--- config.mk ---
export PLATFORM = sky130hd
export DESIGN_NAME = wpfc_regs
export DESIGN_NICKNAME = d
export VERILOG_FILES = /design/src/sv/wpfc_pkg.sv /design/src/sv/wpfc_regs.sv
export SDC_FILE = /design/constraint.sdc
export NUM_CORES = 1
export LEC_CHECK = 0
export ABC_CLOCK_PERIOD_IN_PS = 1800
export BUFFER_PORTS_ARGS = -buffer_cell sky130_fd_sc_hd__buf_4
export CORE_UTILIZATION = 53
export CTS_BUF_LIST = sky130_fd_sc_hd__clkbuf_2 sky130_fd_sc_hd__clkbuf_4 sky130_fd_sc_hd__clkbuf_8
export DETAILED_ROUTE_END_ITERATION = 16
export GPL_TIMING_DRIVEN = 0
export PLACE_DENSITY = 0.83
export SETUP_SLACK_MARGIN = 0.05
export SYNTH_ARGS = -nofsm -noshare
export SYNTH_HDL_FRONTEND = slang
export SYNTH_SLANG_ARGS = --single-unit
--- constraint.sdc ---
create_clock -name clk -period 1.8 [get_ports clk]
set_input_delay 0.36 -clock clk [delete_from_list [all_inputs] [get_ports clk]]
set_output_delay 0.36 -clock clk [all_outputs]
set_load 0.01 [all_outputs]
--- src/sv/wpfc_pkg.sv ---
`default_nettype none
package wpfc_pkg;

  localparam int CORDIC_STEPS = 16;
  localparam int CORDIC_ITERS = (CORDIC_STEPS < 32) ? CORDIC_STEPS : 32;

  localparam int ADDR_W = 5;
  localparam int DATA_W = 32;

  localparam logic [2:0] REG_KP_FORWARD   = 3'd0;
  localparam logic [2:0] REG_KP_HEADING   = 3'd1;
  localparam logic [2:0] REG_KI_HEADING   = 3'd2;
  localparam logic [2:0] REG_KD_HEADING   = 3'd3;
  localparam logic [2:0] REG_KP_HEIGHT    = 3'd4;
  localparam logic [2:0] REG_KI_HEIGHT    = 3'd5;
  localparam logic [2:0] REG_KD_HEIGHT    = 3'd6;
  localparam logic [2:0] REG_ARRIVE_TOL   = 3'd7;

  localparam logic [1:0] FUNC_GOAL   = 2'd0;
  localparam logic [1:0] FUNC_POSE   = 2'd1;
  localparam logic [1:0] FUNC_ENABLE = 2'd2;

  localparam logic [1:0] PHASE_TURN = 2'd0;
  localparam logic [1:0] PHASE_MOVE = 2'd1;
  localparam logic [1:0] PHASE_HOLD = 2'd2;

  localparam logic [1:0] CH_FWD  = 2'd0;
  localparam logic [1:0] CH_HEAD = 2'd1;
  localparam logic [1:0] CH_HGT  = 2'd2;

  typedef struct packed {
    logic [23:0] kp_forward;
    logic [23:0] kp_heading;
    logic [23:0] ki_heading_scaled;
    logic [23:0] kd_heading_scaled;
    logic [23:0] kp_height;
    logic [23:0] ki_height_scaled;
    logic [23:0] kd_height_scaled;
    logic [15:0] arrive_tolerance;
  } wpfc_cfg_t;

  function automatic logic [21:0] atan_q16(input logic [4:0] idx);
    logic [21:0] v;
    unique case (idx)
      5'd0:  v = 22'd2949120;
      5'd1:  v = 22'd1740967;
      5'd2:  v = 22'd919879;
      5'd3:  v = 22'd466945;
      5'd4:  v = 22'd234379;
      5'd5:  v = 22'd117304;
      5'd6:  v = 22'd58666;
      5'd7:  v = 22'd29335;
      5'd8:  v = 22'd14668;
      5'd9:  v = 22'd7334;
      5'd10: v = 22'd3667;
      5'd11: v = 22'd1833;
      5'd12: v = 22'd917;
      5'd13: v = 22'd458;
      5'd14: v = 22'd229;
      5'd15: v = 22'd115;
      5'd16: v = 22'd57;
      5'd17: v = 22'd29;
      5'd18: v = 22'd14;
      5'd19: v = 22'd7;
      5'd20: v = 22'd4;
      5'd21: v = 22'd2;
      5'd22: v = 22'd1;
      default: v = 22'd0;
    endcase
    return v;
  endfunction

endpackage
`default_nettype wire

--- src/sv/wpfc_regs.sv ---
`default_nettype none
module wpfc_regs (
  input  wire logic                       clk,
  input  wire logic                       rst,
  input  wire logic                       psel,
  input  wire logic                       penable,
  input  wire logic                       pwrite,
  input  wire logic [wpfc_pkg::ADDR_W-1:0] paddr,
  input  wire logic [wpfc_pkg::DATA_W-1:0] pwdata,
  output logic      [wpfc_pkg::DATA_W-1:0] prdata,
  output logic                            pready,
  output wpfc_pkg::wpfc_cfg_t             cfg
);
  import wpfc_pkg::*;

  logic [2:0] idx;

  assign idx    = paddr[4:2];
  assign pready = 1'b1;

  always_ff @(posedge clk) begin
    if (rst) begin
      cfg.kp_forward        <= 24'd32768;
      cfg.kp_heading        <= 24'd13107;
      cfg.ki_heading_scaled <= 24'd52;
      cfg.kd_heading_scaled <= 24'd131072;
      cfg.kp_height         <= 24'd65536;
      cfg.ki_height_scaled  <= 24'd262;
      cfg.kd_height_scaled  <= 24'd655360;
      cfg.arrive_tolerance  <= 16'd51;
    end else if (psel && penable && pwrite) begin
      unique case (idx)
        REG_KP_FORWARD: cfg.kp_forward        <= pwdata[23:0];
        REG_KP_HEADING: cfg.kp_heading        <= pwdata[23:0];
        REG_KI_HEADING: cfg.ki_heading_scaled <= pwdata[23:0];
        REG_KD_HEADING: cfg.kd_heading_scaled <= pwdata[23:0];
        REG_KP_HEIGHT:  cfg.kp_height         <= pwdata[23:0];
        REG_KI_HEIGHT:  cfg.ki_height_scaled  <= pwdata[23:0];
        REG_KD_HEIGHT:  cfg.kd_height_scaled  <= pwdata[23:0];
        REG_ARRIVE_TOL: cfg.arrive_tolerance  <= pwdata[15:0];
      endcase
    end
  end

  always_comb begin
    unique case (idx)
      REG_KP_FORWARD: prdata = {8'd0, cfg.kp_forward};
      REG_KP_HEADING: prdata = {8'd0, cfg.kp_heading};
      REG_KI_HEADING: prdata = {8'd0, cfg.ki_heading_scaled};
      REG_KD_HEADING: prdata = {8'd0, cfg.kd_heading_scaled};
      REG_KP_HEIGHT:  prdata = {8'd0, cfg.kp_height};
      REG_KI_HEIGHT:  prdata = {8'd0, cfg.ki_height_scaled};
      REG_KD_HEIGHT:  prdata = {8'd0, cfg.kd_height_scaled};
      REG_ARRIVE_TOL: prdata = {16'd0, cfg.arrive_tolerance};
    endcase
  end

endmodule
`default_nettype wire

# == Word level (Yosys, flattened, before mapping) ==
# Index checks and enable logic that the tools add are counted.
# classes
n_eq_ne,7
n_mux,1
reduce_logical,11
# op_table
op,n
32-bit case mux with 8 select lines,1
2-bit AND reduction,8
"3-bit equality test, second input constant",4
"3-bit by 2-bit equality test with 1-bit output, second input constant",2
"3-bit by 1-bit equality test with 1-bit output, second input constant",1
3-bit zero test,1
1-bit logical AND,2
# word_totals
ff_bits,184
input_bits,42
output_inout_bits,217
wordCells,27

# == Logic depth before layout (Yosys ltp) ==
# depth
depth_word,3
depth_mapped,7
ltp_nobuf,4

# == Least setup slack after synthesis ==
# OpenSTA, ideal clock, no wires.
# synth_path
path_kind,input-to-output
startpoint,input port paddr[4] (netlist bit)
endpoint,output port prdata[8] (netlist bit)
arrival_ns,1.451
required_ns,1.440
path_slack_ns,-0.011
cell_stages,6
path_buffers,3
cell_sequence,buf_2 -> buf_4 -> clkbuf_1 -> nor2_1 -> a32oi_1 -> a21oi_1
# synth_via
elab_chain_cells,2
elab_cells_between_ends,9
classes_between,7 x eq/ne; 1 x mux; 1 x reduce/logical
# synth_lines
element,line,source
start: declaration,wpfc_regs.sv:8,"input wire logic [wpfc_pkg::ADDR_W-1:0] paddr,"
3-bit equality test (tied with other cells),wpfc_regs.sv:46,unique case (idx)
32-bit case mux with 8 select lines *,wpfc_regs.sv:46,
end: declaration,wpfc_regs.sv:10,"output logic [wpfc_pkg::DATA_W-1:0] prdata,"
# Every way passes the cells marked *; elsewhere a longest branch is shown, timed or not. The select of a mux whose other input is x is not followed.

# == Final worst setup path ==
# layout_path
startpoint,input port paddr[3] (netlist bit)
endpoint,output port prdata[15] (netlist bit)
# Same word-level chain as after synthesis.

==> run_results.csv <==
group,metric,value,unit
worst_hold_path,worstHoldPathCells,3,
cts,cts.sinks,184,
worst_setup_path,reg2reg_to,"cfg[116]",
worst_setup_path,critPathCaptureType,"output port",
finish,top_regs,"cfg (184)",
finish,drive_gt1_share,34.43,%
placement,hpwlAfterDp,22750,microns
logic_synthesis,syn_inst,1063,
logic_synthesis,synth_ff_type,"dfxtp_1",
sta,slew-limit-headroom,37.45,%
run_status,outcome,"finished with violations",
placement,dp_cells,1479,
run,maxCapViolCount,0,
logic_synthesis,synthSimpleGateAreaFrac,23.34,%
pwr,cellLeakagePower,4.806,nW
finish,fin_util,76.26,%
placement,pre_cts_ws,-0.5532,ns
cts,holdBufCountCts,0,
global_route,grt_use_total,43.63,%
finish,areaGrowthSynthToFinish,41.28,%
logic_synthesis,synth_edf_count,0,
pwr,powerDensity,712.2,nW/um^2
worst_hold_path,hp-class,"in -> reg",
die,fp.dieH,126.2,microns
detailed_routing,vias,9829,
pwr,comb_power_share,13.0,%
global_route,grt_max_degree,17,
detailed_routing,drc,0,
worst_setup_path,critical_path_required,1.44,ns
detailed_routing,finalWirelength,35380,microns
die,top_level_ports,259,
global_route,grt_pass1_wl,51990,microns
worst_setup_path,arrival,1.80,ns
logic_synthesis,yosys.area_share.adder,0,%
worst_hold_path,min_delay_worst_endpoint,"cfg[33]",
pwr,p_int,6.009,mW
detailed_routing,wl_per_cell,22.82,microns
logic_synthesis,yosysSeqAreaShare,45.06,%
finish,nFillCells,1073,
logic_synthesis,ys_async_sr_fraction,0,%
logic_synthesis,syn_area_per_cell,7.691,sq um
finish,layout_commonest_cell,"nand2_1",
sta,tightest_slew,0.9383,ns
logic_synthesis,synth_mux_area_share,4.209,%
cts,clkLatencyLatePin,0.47,ns
finish,antenna_cells,0,
worst_setup_path,crit_fanout,5,
logic_synthesis,netlist_area,8175,sq um
logic_synthesis,synth_xor_area_share,0,%
sta,fmax,462.8,MHz
cts,cts_made_buffers,17,
pwr,p_seq_share,50.2,%
sta,hold_violations,0,
global_route,grt_overflow,0,
sta,drv_slew,0,
die,design.die.area,15930,sq um
global_route,grt_pass1_vias,9254,
die,rows,45,
detailed_routing,ant_nets,0,
placement,gp_congestion,1.021,
die,start_util,53.98,%
worst_setup_path,crit_slowest_cell,"a22o_1",
finish,layout_common_cells,"361 x nand2_1, 258 x buf_4, 172 x a21oi_1",
worst_setup_path,critPathMaxStageDelay,0.25,ns
logic_synthesis,synth_top_family_by_area,"simple AND/OR/NAND/NOR gates",
die,fp.dieW,126.2,microns
cts,clockRootBuffer,"clkbuf_8",
cts,h-tree-depth,4,
worst_setup_path,crit_type,"in -> out",
finish,nNetsFinal,1391,
detailed_routing,drt-vias-per-instance,6.341,
finish,largest_reg_flops,184,
sta,rsz0062_at_grt,"true",
worst_setup_path,start_kind,"input pin",
cts,cts_tree,"built",
run_status,violations,"setup timing",
worst_setup_path,rr_worst_depth,3,
finish,instances_no_fill,1550,
logic_synthesis,synth_compound_gate_area_share,19.50,%
detailed_routing,drt_pre_antenna_iters,5,
pwr,swShare,26.95,%
sta,finalSetupViolations,24,
finish,largest_register,"cfg",
worst_setup_path,path_cells,"buf_12, buf_12, buf_8, nor2b_4, buf_6, buf_8, a22o_1, a32oi_2, a21oi_2, buf_4",
worst_setup_path,reg2reg_from,"cfg[116]",
cts,clock_path_buffers,2,
placement,port-buffer-count,221,
worst_setup_path,reg2reg_slack,0.89,ns
logic_synthesis,ys_seq_elements,184,
cts,clk_pin_slew,0.09,ns
pwr,peakVddDrop,0.4476,mV
die,core,15150,sq um
sta,skew,0,ns
finish,multi_input_area,4220,sq um
sta,fin_crit_sh,120.0,%
worst_hold_path,hp-start,"pwdata[17]",
finish,final-seq-area,3711,sq um
sta,period_needed,2.161,ns
logic_synthesis,yosysWarnings,0,
pwr,p_sw,2.217,mW
detailed_routing,first_iter_violations,1441,
pwr,clockPowerShare,36.8,%
global_route,antenna_found_initial,0,
sta,setup_slack,-0.3608,ns
logic_synthesis,synth_cell_types,35,
## power groups by stage
stage	sequential, mW	clock, mW	combinational (mW)
final	4.13	3.02	1.07
after global routing	4.13	3.12	1.09
after CTS	4.13	2.96	0.988
after detailed placement	4.23	0	0.797
after global placement	4.23	0	0.788
after floorplan	4.23	0	0.428
## layer usage
metal | up-vias | part of all wire (%) | track usage [%]
met1 | 4548 | 35 | 52.66
li1 | 4121 | - | -
met4 | 0 | 7.3 | 30.47
met3 | 241 | 14 | 12.32
met2 | 919 | 44 | 67.27
met5 | - | 0 | 0
## per-stage QoR
stage | hold WS (ns) | cell area (sq um) | total power [mW] | setup TNS (ns)
finish | 0.1626 | 11550 | 8.226 | -6.680
CTS | 0.1512 | 11430 | 8.076 | -5.983
global route | 0.1771 | 11550 | 8.346 | -7.274
global placement | 0.4560 | 10110 | 5.013 | -11.56
floorplan | 0.4808 | 8213 | 4.660 | 0
detailed placement | 0.4626 | 10110 | 5.022 | -11.91
## cell usage after synthesis (all sizes together), types with 4 or more instances
master | n | area (sq um)
a22o | 24 | 210.2
nand2 | 361 | 1355
clkbuf | 32 | 120.1
a32oi | 6 | 52.55
buf | 75 | 439.2
inv | 21 | 78.83
o221a | 4 | 45.04
nand3b | 17 | 127.6
mux2 | 11 | 123.9
nand2b | 9 | 56.30
mux2i | 22 | 220.2
or2 | 6 | 37.54
dfxtp | 184 | 3684
nor2 | 52 | 200.2
a221oi | 31 | 271.5
a21oi | 177 | 885.9
o211ai | 4 | 30.03
a211o | 6 | 52.55
nor2b | 4 | 27.53
## area by class of cell
type,count,share of cell area [%]
Sequential cell,184,32.13
Timing Repair Buffer,261,18.81
Clock buffer,20,2.383
Multi-Input combinational cell,758,36.54
Clock inverter,12,1.289
Inverter,21,0.6825
Tap cell,188,2.037
Buffer,106,6.132
## repair_timing
action                     4_1_cts  5_1_grt
buffers inserted                31        4
cloned                           5        0
gates resized for setup        132       15
pin swaps                       43       24
hold endpoints to repair         0        0
setup endpoints to repair       24       24
## worst max-delay path, delay by kind of cell
family	cells	cell delay, ns
AOI/OAI and AO/OA	3	0.53
and+or+nand+nor	1	0.13
buffers and inverters	6	0.77
## logic make-up after synthesis
family / Yosys count
other: 2
flip-flops: 184
AO/OA/AOI/OAI: 258
multiplexers: 33
buffers and inverters: 128
AND/OR/NAND/NOR: 458
## worst max-delay path by stage
stage / from / to / slack (ns) / cells past startpoint
2_1_floorplan: paddr[4] / prdata[8] / 0.04 / 6
6_report: paddr[3] / prdata[15] / -0.36 / 10
3_5_place_dp: paddr[4] / prdata[8] / -0.55 / 7
5_1_grt: cfg[0] / prdata[0] / -0.43 / 5
3_3_place_gp: paddr[3] / prdata[4] / -0.53 / 7
4_1_cts: cfg[2] / prdata[2] / -0.30 / 5
(Power assumes the default switching activity.)
